$ cat src/design/arp_pkg.sv
// Shared types and codes for the ARP address cache.
`timescale 1ns / 1ps
package arp_pkg;

  localparam int IP_W       = 32;
  localparam int MAC_W      = 48;
  localparam int IDX_W      = 5;
  localparam int STAT_W     = 2;
  localparam int IN_DATA_W  = 80;  // ip, mac
  localparam int OUT_DATA_W = 56;  // mac, index, pad to bytes

  localparam logic REQ_INSERT = 1'b0;
  localparam logic REQ_LOOKUP = 1'b1;

  localparam logic [STAT_W-1:0] STAT_OK        = 2'd0;
  localparam logic [STAT_W-1:0] STAT_FULL      = 2'd1;
  localparam logic [STAT_W-1:0] STAT_NOT_FOUND = 2'd2;

  typedef enum logic [1:0] {
    ST_IDLE,
    ST_SCAN,
    ST_TAIL,
    ST_FINISH
  } state_t;

  typedef struct packed {
    logic [MAC_W-1:0] mac;
    logic [IP_W-1:0]  ip;
  } entry_t;

endpackage

$ cat src/design/arp_ram.sv
// Generic single-write, single-read RAM with registered read data.
`timescale 1ns / 1ps
module arp_ram #(
  parameter int WIDTH = 80,
  parameter int DEPTH = 32
) (
  input  logic                                    clk,
  input  logic                                    we,
  input  logic [(DEPTH > 1 ? $clog2(DEPTH) : 1)-1:0] waddr,
  input  logic [WIDTH-1:0]                        wdata,
  input  logic [(DEPTH > 1 ? $clog2(DEPTH) : 1)-1:0] raddr,
  output logic [WIDTH-1:0]                        rdata
);

  logic [WIDTH-1:0] mem [DEPTH];

  always_ff @(posedge clk) begin
    if (we) begin
      mem[waddr] <= wdata;
    end
    rdata <= mem[raddr];
  end

endmodule

$ cat src/design/arp_address_cache.sv
// Top level: IPv4 to MAC binding table with insert and lookup requests.
`timescale 1ns / 1ps
// Usage:
//   Requests come in on the s_ stream: s_tuser is the request kind (0 insert,
//   1 lookup), s_tdata carries the IP in bits 31:0 and the MAC in bits 79:32.
//   Each request gives exactly one result transaction on the m_ stream:
//   m_tuser is the status (0 ok, 1 table full, 2 not found), m_tdata holds
//   the found MAC in bits 47:0 and the entry index in bits 52:48.
//   Every request scans the whole table through the one read port of the
//   entry RAM, one entry per cycle, with a single compare unit on the
//   registered read data. An insert writes its entry in the same cycle as
//   the result is loaded into the result register. One request is in
//   flight at a time; s_tready is high only while the scanner is idle, so a
//   request can be taken while the previous result still waits on m_tready.
//   If the receiver stalls, the finished result of the next request waits in
//   the scanner until the output register frees up.
//   Reset (rst, synchronous) clears all valid bits, so the table is empty;
//   the entry RAM itself is not cleared and needs no clearing pass.
module arp_address_cache #(
  parameter int ENTRIES = 32
) (
  input  logic                               clk,
  input  logic                               rst,
  input  logic                               s_tvalid,
  output logic                               s_tready,
  input  logic [arp_pkg::IN_DATA_W-1:0]      s_tdata,   // ip_in[31:0], mac_in[79:32]
  input  logic                               s_tuser,   // req_type
  output logic                               m_tvalid,
  input  logic                               m_tready,
  output logic [arp_pkg::OUT_DATA_W-1:0]     m_tdata,   // mac_out[47:0], entry_index[52:48]
  output logic [arp_pkg::STAT_W-1:0]         m_tuser    // status
);

  import arp_pkg::*;

  localparam int IW = (ENTRIES > 1) ? $clog2(ENTRIES) : 1;
  localparam logic [IW-1:0] LAST_IDX = IW'(ENTRIES - 1);

  state_t state, state_next;

  logic [IW-1:0]      scan_idx;
  logic [IW-1:0]      cmp_idx;
  logic               cmp_act;
  logic               req_type;
  logic [IP_W-1:0]    req_ip;
  logic [MAC_W-1:0]   req_mac;
  logic               hit_found;
  logic [IW-1:0]      hit_idx;
  logic [MAC_W-1:0]   hit_mac;
  logic [ENTRIES-1:0] valid;

  logic               out_valid;
  logic [STAT_W-1:0]  out_status;
  logic [MAC_W-1:0]   out_mac;
  logic [IDX_W-1:0]   out_idx;

  entry_t rd_entry;
  entry_t wr_entry;

  logic accept, out_free, finish_go, wr_en;
  logic cur_valid, ip_eq, mac_eq, clear_en, cand;

  assign wr_entry = '{mac: req_mac, ip: req_ip};

  arp_ram #(
    .WIDTH ($bits(entry_t)),
    .DEPTH (ENTRIES)
  ) u_ram (
    .clk   (clk),
    .we    (wr_en),
    .waddr (hit_idx),
    .wdata (wr_entry),
    .raddr (scan_idx),
    .rdata (rd_entry)
  );

  assign s_tready  = (state == ST_IDLE) && !rst;
  assign accept    = s_tvalid && s_tready;
  assign out_free  = !out_valid || m_tready;
  assign finish_go = (state == ST_FINISH) && out_free;
  assign wr_en     = finish_go && (req_type == REQ_INSERT) && hit_found;

  // compare unit, works on the entry read in the previous cycle
  assign cur_valid = valid[cmp_idx];
  assign ip_eq     = (rd_entry.ip == req_ip);
  assign mac_eq    = (rd_entry.mac == req_mac);
  assign clear_en  = cmp_act && (req_type == REQ_INSERT) && cur_valid && (ip_eq || mac_eq);
  // insert: first entry free after invalidation; lookup: first valid IP hit
  assign cand      = cmp_act && ((req_type == REQ_INSERT) ? (!cur_valid || ip_eq || mac_eq)
                                                          : (cur_valid && ip_eq));

  always_comb begin
    state_next = state;
    case (state)
      ST_IDLE: begin
        if (accept) state_next = ST_SCAN;
      end
      ST_SCAN: begin
        if (scan_idx == LAST_IDX) state_next = ST_TAIL;
      end
      ST_TAIL: begin
        state_next = ST_FINISH;
      end
      ST_FINISH: begin
        if (out_free) state_next = ST_IDLE;
      end
      default: begin
        state_next = ST_IDLE;
      end
    endcase
  end

  always_ff @(posedge clk) begin
    if (rst) begin
      state     <= ST_IDLE;
      scan_idx  <= '0;
      cmp_act   <= 1'b0;
      hit_found <= 1'b0;
      valid     <= '0;
      out_valid <= 1'b0;
    end else begin
      state   <= state_next;
      cmp_act <= (state == ST_SCAN);
      if (accept) begin
        scan_idx  <= '0;
        hit_found <= 1'b0;
      end else begin
        if ((state == ST_SCAN) && (scan_idx != LAST_IDX)) scan_idx <= scan_idx + 1'b1;
        if (cand && !hit_found) hit_found <= 1'b1;
      end
      if (clear_en) valid[cmp_idx] <= 1'b0;
      if (wr_en) valid[hit_idx] <= 1'b1;
      if (finish_go) begin
        out_valid <= 1'b1;
      end else if (m_tready) begin
        out_valid <= 1'b0;
      end
    end
  end

  // payload registers
  always_ff @(posedge clk) begin
    cmp_idx <= scan_idx;
    if (accept) begin
      req_type <= s_tuser;
      req_ip   <= s_tdata[IP_W-1:0];
      req_mac  <= s_tdata[IP_W +: MAC_W];
    end
    if (cand && !hit_found) begin
      hit_idx <= cmp_idx;
      hit_mac <= rd_entry.mac;
    end
    if (finish_go) begin
      if (hit_found) begin
        out_status <= STAT_OK;
        out_mac    <= (req_type == REQ_LOOKUP) ? hit_mac : '0;
        out_idx    <= IDX_W'(hit_idx);
      end else begin
        out_status <= (req_type == REQ_INSERT) ? STAT_FULL : STAT_NOT_FOUND;
        out_mac    <= '0;
        out_idx    <= '0;
      end
    end
  end

  assign m_tvalid = out_valid;
  assign m_tuser  = out_status;
  assign m_tdata  = {{(OUT_DATA_W - MAC_W - IDX_W){1'b0}}, out_idx, out_mac};

  // the table changes only while a request is being worked on
  a_idle_stable: assert property (@(posedge clk) disable iff (rst)
    (state == ST_IDLE) |=> $stable(valid))
    else $error("valid bits changed while idle");

  // a lookup never touches occupancy
  a_lookup_stable: assert property (@(posedge clk) disable iff (rst)
    ((state != ST_IDLE) && (req_type == REQ_LOOKUP)) |=> $stable(valid))
    else $error("lookup modified valid bits");

  // table full only when every entry is still valid after invalidation
  a_full_means_full: assert property (@(posedge clk) disable iff (rst)
    ((state == ST_FINISH) && (req_type == REQ_INSERT) && !hit_found) |-> (&valid))
    else $error("table full reported with a free entry");

  // compares only run behind the scan
  a_cmp_in_scan: assert property (@(posedge clk) disable iff (rst)
    cmp_act |-> ((state == ST_SCAN) || (state == ST_TAIL)))
    else $error("compare outside scan");

  // any status other than ok carries zero data
  a_err_zero: assert property (@(posedge clk) disable iff (rst)
    (m_tvalid && (m_tuser != STAT_OK)) |-> (m_tdata == '0))
    else $error("nonzero data on error status");

endmodule

$ cat config.mk
export PLATFORM = sky130hd
export DESIGN_NAME = arp_address_cache
export DESIGN_NICKNAME = d
export VERILOG_FILES = /design/src/design/arp_pkg.sv /design/src/design/arp_ram.sv /design/src/design/arp_address_cache.sv
export SDC_FILE = /design/constraint.sdc
export NUM_CORES = 2
export LEC_CHECK = 0
export ABC_CLOCK_PERIOD_IN_PS = 5900
export BUFFER_PORTS_ARGS = -buffer_cell sky130_fd_sc_hd__buf_4
export CORE_MARGIN = 2
export CORE_UTILIZATION = 40
export DETAILED_ROUTE_END_ITERATION = 6
export PLACE_DENSITY_LB_ADDON = 0.05
export SYNTH_ARGS = -nofsm -noshare
export SYNTH_HDL_FRONTEND = slang
export SYNTH_SLANG_ARGS = --single-unit
$ cat constraint.sdc
create_clock -name clk -period 5.9 [get_ports clk]
set_input_delay 0.59 -clock clk [delete_from_list [all_inputs] [get_ports clk]]
set_output_delay 0.59 -clock clk [all_outputs]
set_load 0.05 [all_outputs]
# Word level (Yosys, flattened, before mapping)

Memory sizes are Yosys's and may differ from the RTL's. A register that Yosys moved wholly into a read port is not among the register bits.
Index checks and enable logic that the tools add are counted.

Output and inout bits: 60
Word-level logic and storage cells: 81
Register bits: 236
Bits in latches: 0
Memory bits (read-only): 0
RAM bits: 2,560
Memories: 1

Shift operators: 0
Multiplexer cells: 19
Equal/unequal tests: 10
Add/sub/neg operators: 1
Divide/modulo/power cells: 0
$mul: 0
Order comparisons: 4
Reduce and logical (&&, ||, !) cells: 27
Bitwise operators: 4

Memory list:

| memory    | depth | width | rd ports | clocked after Yosys merged registers in | write ports | RTL line      | source |
|---|---|---|---|---|---|---|---|
| u_ram.mem | 32    | 80    | 1        | 1                                       | 1           | arp_ram.sv:15 | `logic [WIDTH-1:0] mem [DEPTH];` |

Operators by type and width:

| cell                                                                                 | number |
|---|---|
| 32-bit 2-to-1 mux                                                                    | 3 |
| 48-bit equality test                                                                 | 1 |
| 32-bit bitwise AND                                                                   | 1 |
| 32-bit equality test                                                                 | 1 |
| 32-bit inverter                                                                      | 1 |
| 32-bit OR                                                                            | 1 |
| 1-bit logical AND                                                                    | 14 |
| 5-bit by 6-bit < comparator with 1-bit output (second input constant)                | 2 |
| 1-bit demux with 5-bit select                                                        | 2 |
| 5-bit by 1-bit greater-or-equal comparator with 1-bit output (second input constant) | 2 |
| 1-bit 2-to-1 mux                                                                     | 8 |
| 2-bit 2-to-1 mux                                                                     | 4 |
| 2-bit one-hot mux with 4 select lines                                                | 1 |
| 2-bit inequality test (second input constant)                                        | 3 |
| 5-bit by 1-bit adder with 5-bit output (second input constant)                       | 1 |
| 1-bit binary-select mux with 5-bit select                                            | 1 |
| 5-bit equality test (second input constant)                                          | 1 |
| 5-bit inequality test (second input constant)                                        | 1 |
| 2-bit equality test (second input constant)                                          | 2 |
| 1-bit logical NOT                                                                    | 4 |
| 1-bit logical OR                                                                     | 4 |
| 3-bit AND reduction                                                                  | 1 |
| 2-bit by 1-bit equality test with 1-bit output (second input constant)               | 1 |
| 2-bit logical NOT                                                                    | 1 |
| 4 further kinds                                                                      | 4 |

# Longest topological paths before layout

Depth after elaboration: 10
Mapped depth: 12
Depth with buffers taken out: 9

# Cells and area by module

Synthesis repeated with hierarchy kept, for this count alone.

Cells, all modules: 5,353
Area total of the unflattened synthesis: 108,621.7 sq um

By module, submodules not included:

| module            | times used | area each (sq um) | sequential area each (sq um) | cells an instance |
|---|---|---|---|---|
| arp_ram           | 1          | 98,899.9          | 78,475.3                     | 4,682 |
| arp_address_cache | 1          | 9,721.8           | 6,616.3                      | 671 |

# Worst setup path after synthesis

OpenSTA, ideal clock, no wires.

Path type: register -> register
Start: reg out_valid (netlist: m_tvalid)
End: mem u_ram.mem[28][0], enable pin
Path buffers: 0
Required time: 5.466 ns
Arrival: 5.823 ns
Cell stages (with the launch flop): 7
Clock period less this slack: 6.257 ns
Setup time: 0.434 ns
Path slack: -0.357 ns
Cells stage by stage: dfxtp_1 > nor2b_1 > nor2b_1 > nand4b_1 > nor3_1 > nand3_1 > inv_1

Longest elaborated chain between the ends: 7

RTL lines:

| item                                   | RTL line                 | source |
|---|---|---|
| start: declaration                     | arp_address_cache.sv:52  | `logic out_valid;` |
| start signal: assignment               | arp_address_cache.sv:120 | `out_valid <= 1'b0;` |
| start signal: assignment               | arp_address_cache.sv:134 | `out_valid <= 1'b1;` |
| start signal: assignment               | arp_address_cache.sv:136 | `out_valid <= 1'b0;` |
| 1-bit logical NOT                      | arp_address_cache.sv:79  | `assign out_free = !out_valid \|\| m_tready;` |
| 1-bit logical OR                       | arp_address_cache.sv:79  |  |
| 1-bit logical AND                      | arp_address_cache.sv:80  | `assign finish_go = (state == ST_FINISH) && out_free;` |
| via finish_go                          | arp_address_cache.sv:60  | `logic accept, out_free, finish_go, wr_en;` |
| 1-bit logical AND (2 in a row)         | arp_address_cache.sv:81  | `assign wr_en = finish_go && (req_type == REQ_INSERT) && hit_found;` |
| 1-bit 2-to-1 mux                       | arp_ram.sv:18            | `if (we) begin` |
| 1-bit 2-to-1 mux (implied by the code) | arp_ram.sv:19            | `mem[waddr] <= wdata;` |
| end: declaration                       | arp_ram.sv:15            |  |

The timed path passes the listed nets, and every way through them passes these cells.

# Worst setup path in the final report

Start: reg req_ip[29]
End: reg hit_mac[45], enable pin

Longest elaborated chain between the ends: 6

RTL lines:

| item                          | RTL line                 | source |
|---|---|---|
| start: declaration            | arp_address_cache.sv:45  | `logic [IP_W-1:0] req_ip;` |
| start signal: assignment      | arp_address_cache.sv:146 | `req_ip <= s_tdata[IP_W-1:0];` |
| 32-bit equality test *        | arp_address_cache.sv:85  | `assign ip_eq = (rd_entry.ip == req_ip);` |
| 1-bit logical OR (2 in a row) | arp_address_cache.sv:89  | `assign cand = cmp_act && ((req_type == REQ_INSERT) ? (!cur_valid \|\| ip_eq \|\| mac_eq)` |
| 1-bit 2-to-1 mux *            | arp_address_cache.sv:89  |  |
| 1-bit logical AND *           | arp_address_cache.sv:89  |  |
| 1-bit logical AND *           | arp_address_cache.sv:149 | `if (cand && !hit_found) begin` |
| end signal: assignment        | arp_address_cache.sv:151 | `hit_mac <= rd_entry.mac;` |
| end: declaration              | arp_address_cache.sv:49  | `logic [MAC_W-1:0] hit_mac;` |

Mark *: on every way between the ends. The rest lies on a longest branch, timed or not.
A chain may end at the register's enable or synchronous reset.

==> out/results.tsv <==
metric	value	unit
outcome	finished with violations	
violated checks	design-rule violations	
warnings from Yosys	0	
# port buffers	141	
Critical-path top delay cell	edfxtp_1	
Remaining DRCs	1	
Setup crit end kind	flop	
wire per inst	34.9	um
CP bufs+invs	1	
Leak	0.0382	uW
Pwr Total	46600	uW
mux cell area share after synthesis	0.177	
critical path's top delay family	simple AND/OR/NAND/NOR gates	
# fillers	21967	
critical path launch point type	flop	
vias post-DR	49130	
DP HPWL	143	mm
Synth Area in Compound Gates	0.00468	
CTS sink cnt	2876	
Seq/Total Area, Yosys	0.790	
post-synth design cell area	0.108	mm^2
1st-iter DRT viols	5200	
Cells after Synth	4383	
worst-margin pin slew	1.15	ns
Clock Latency Late Sink	0.87	ns
ys flop type	edfxtp_1	
FF/Latch Area	0.0851	mm^2
DRT antenna net count	0	
final setup TNS	0	ns
number of flops mapped to enable cells by yosys	2749	
Max VDD drop	0.256	mV
CP max FO	33	
via-per-instance ratio	5.66	
Post-CTS Setup Bufs	0	
setup violators final	0	
Slew Limit Headroom	0.234	
Worst Path Required	6.44	ns
vias in the first global route	50719	
Largest stage delay, worst path	0.78	ns
fraction of layout cells with a size suffix above 1	0.331	
total CTS buffers	317	
RSZ-0062 raised after global routing	no	
Yosys reg bits	2876	
cell area power density	373	mW/mm^2
DRT Wirelength	303	mm
Final Skew	0.0389	ns
Die W	523	um
synthesis-to-finish area growth	16.1	%
Die Y	523	um
CP Cell Sequence	xnor2_1, nand4_1, nor4_1, nand2_1, nor2_1, o211a_4, buf_4	
Hold WC Path Type	input pin to flop	
Final #Nets	4968	
largest family of logic cells by synthesized area	multiplexers	
Setup CP Type	flop to flop	
gpl congestion	0.753	
crit share post-route	0.714	
initial core utilization	0.402	
first-pass GRT wire length	419	mm
hold slack	0.0996	ns
xor/xnor share of the synthesized area	0.00675	
clock tree buffer depth	4	
IO Pins	145	
GRT Resource Usage Total	0.222	
Tmin final	4.21	ns
initial antenna violation count	17	
CTS tree	done	
mean post-synth cell area	24.6	um^2
H-Tree Depth	5	
FFs w/ async S/R, synth	0	
Root Driver	clkbuf_16	
Synth Area in Adders	0.000813	
GRT Residual Overflow	0	
core region area	0.268	mm^2
Max-cap violations	0	
Hold Fails Final Rpt	0	
Clock Pin Slew Worst Setup and Hold Paths	0.06	ns
Slew Limit Fails	0	
num rows	190	
post-synth cell types	44	
first drt pass iteration count	7	
largest net degree at the start of global routing	89	
fmax	237	MHz
die area	0.273	mm^2
Post-Synth Simple-Gate Area	0.0103	
r2r setup slk	1.69	ns
crit path DAT	4.76	ns
Multi-input gate area	0.0216	mm^2
state kept, by name (all words and copies together), names as in the netlist, 2 cells and up:
name         flops
u_ram.rdata     80
state            2
out_idx          5
req_ip          32
hit_idx          5
out_mac         48
req_mac         48
u_ram.mem     2560
m_tuser          2
scan_idx         5
cmp_idx          5
valid           32
hit_mac         48
layout by cell type, fill, tap and decap left out, drive strengths merged, types with 5 or more instances in the layout:
master       instances
inv                 48
dlygate4sd3         81
nand2               31
xnor2               81
mux4               802
nor2                55
bufinv              17
edfxtp            2749
nor4                 5
clkinv             100
nand4               21
a21oi                9
and3                50
a311oi              32
nand3                9
dfxtp              127
mux2                92
ha                   7
nand2b               8
and2                 5
clkbuf             435
nor2b                9
buf                310
cell type report:
type | count | share of cell area
Antenna cell | 4 | 0.0000801
Clock buffer | 435 | 0.0712
Clock inverter | 132 | 0.00911
Inverter | 37 | 0.00303
Multi-Input combinational cell | 1253 | 0.173
Sequential cell | 2876 | 0.681
Tap cell | 3552 | 0.0355
Timing Repair Buffer | 391 | 0.0278
cells in the mapped netlist (all sizes together), types with 21 or more instances:
library cell | number | area [um^2]
edfxtp | 2749 | 82500
mux4 | 802 | 18100
dfxtp | 127 | 2540
clkbuf | 118 | 443
buf | 101 | 512
mux2 | 92 | 1040
xnor2 | 81 | 709
nor2 | 55 | 206
and3 | 50 | 313
inv | 37 | 139
a311oi | 32 | 280
nand2 | 31 | 116
nand4 | 21 | 131
cell families after synthesis:
group           Yosys count
fa+ha+maj                 7
buf+inv                 256
simple gates            208
compound gates           56
xor+xnor                 83
flops                  2876
mux                     896
other cells               1
final timing paths:
| path | from | to | cells after the start |
|---|---|---|---|
| max | req_ip[29]$_DFFE_PP_ | hit_mac[45]$_DFFE_PP_ | 7 |
| min | m_tready | m_tvalid$_SDFFE_PP0P_ | 4 |
| max reg2reg | req_ip[29]$_DFFE_PP_ | hit_mac[45]$_DFFE_PP_ | 7 |
| min reg2reg | u_ram.rdata[64]$_DFF_P_ | hit_mac[32]$_DFFE_PP_ | 0 |
through the flow:
stage / std cells / setup WS [ns] / instance area [um^2] / utilization
2_1_floorplan: 4385 / 0.715 / 108000 / -
3_3_place_gp: 8028 / 1.43 / 114000 / 0.426
3_5_place_dp: 8028 / 1.54 / 114000 / 0.426
4_1_cts: 8676 / 1.51 / 125000 / 0.467
5_1_grt: 8679 / 1.48 / 125000 / 0.467
6_report: 8680 / 1.69 / 125000 / 0.467
routing by layer:
metal / vias up / GRT usage / share of wire
li1: 19840 / - / -
met1: 27488 / 0.331 / 0.45
met2: 1398 / 0.353 / 0.48
met3: 400 / 0.0234 / 0.044
met4: 4 / 0.0523 / 0.022
met5: - / 0 / 0.000082
tightest hold or removal path, stage by stage:
cell and delay (ns):
buf_4 0.08, nor2b_1 0.08, nor2_1 0.10, nor2_1 0.04
where the power goes:
group          internal [uW]  switching (uW)
sequential             22900             390
clock                  11300            7970
combinational           2020            2030
total                  36200           10400
timing repair:
item | CTS | global route
endpoints found under the setup margin | 0 | 0
hold buffers | 81 | 0
endpoints found under the hold margin | 81 | 0
resized for setup | 0 | 0
(Power assumes the default switching activity.)
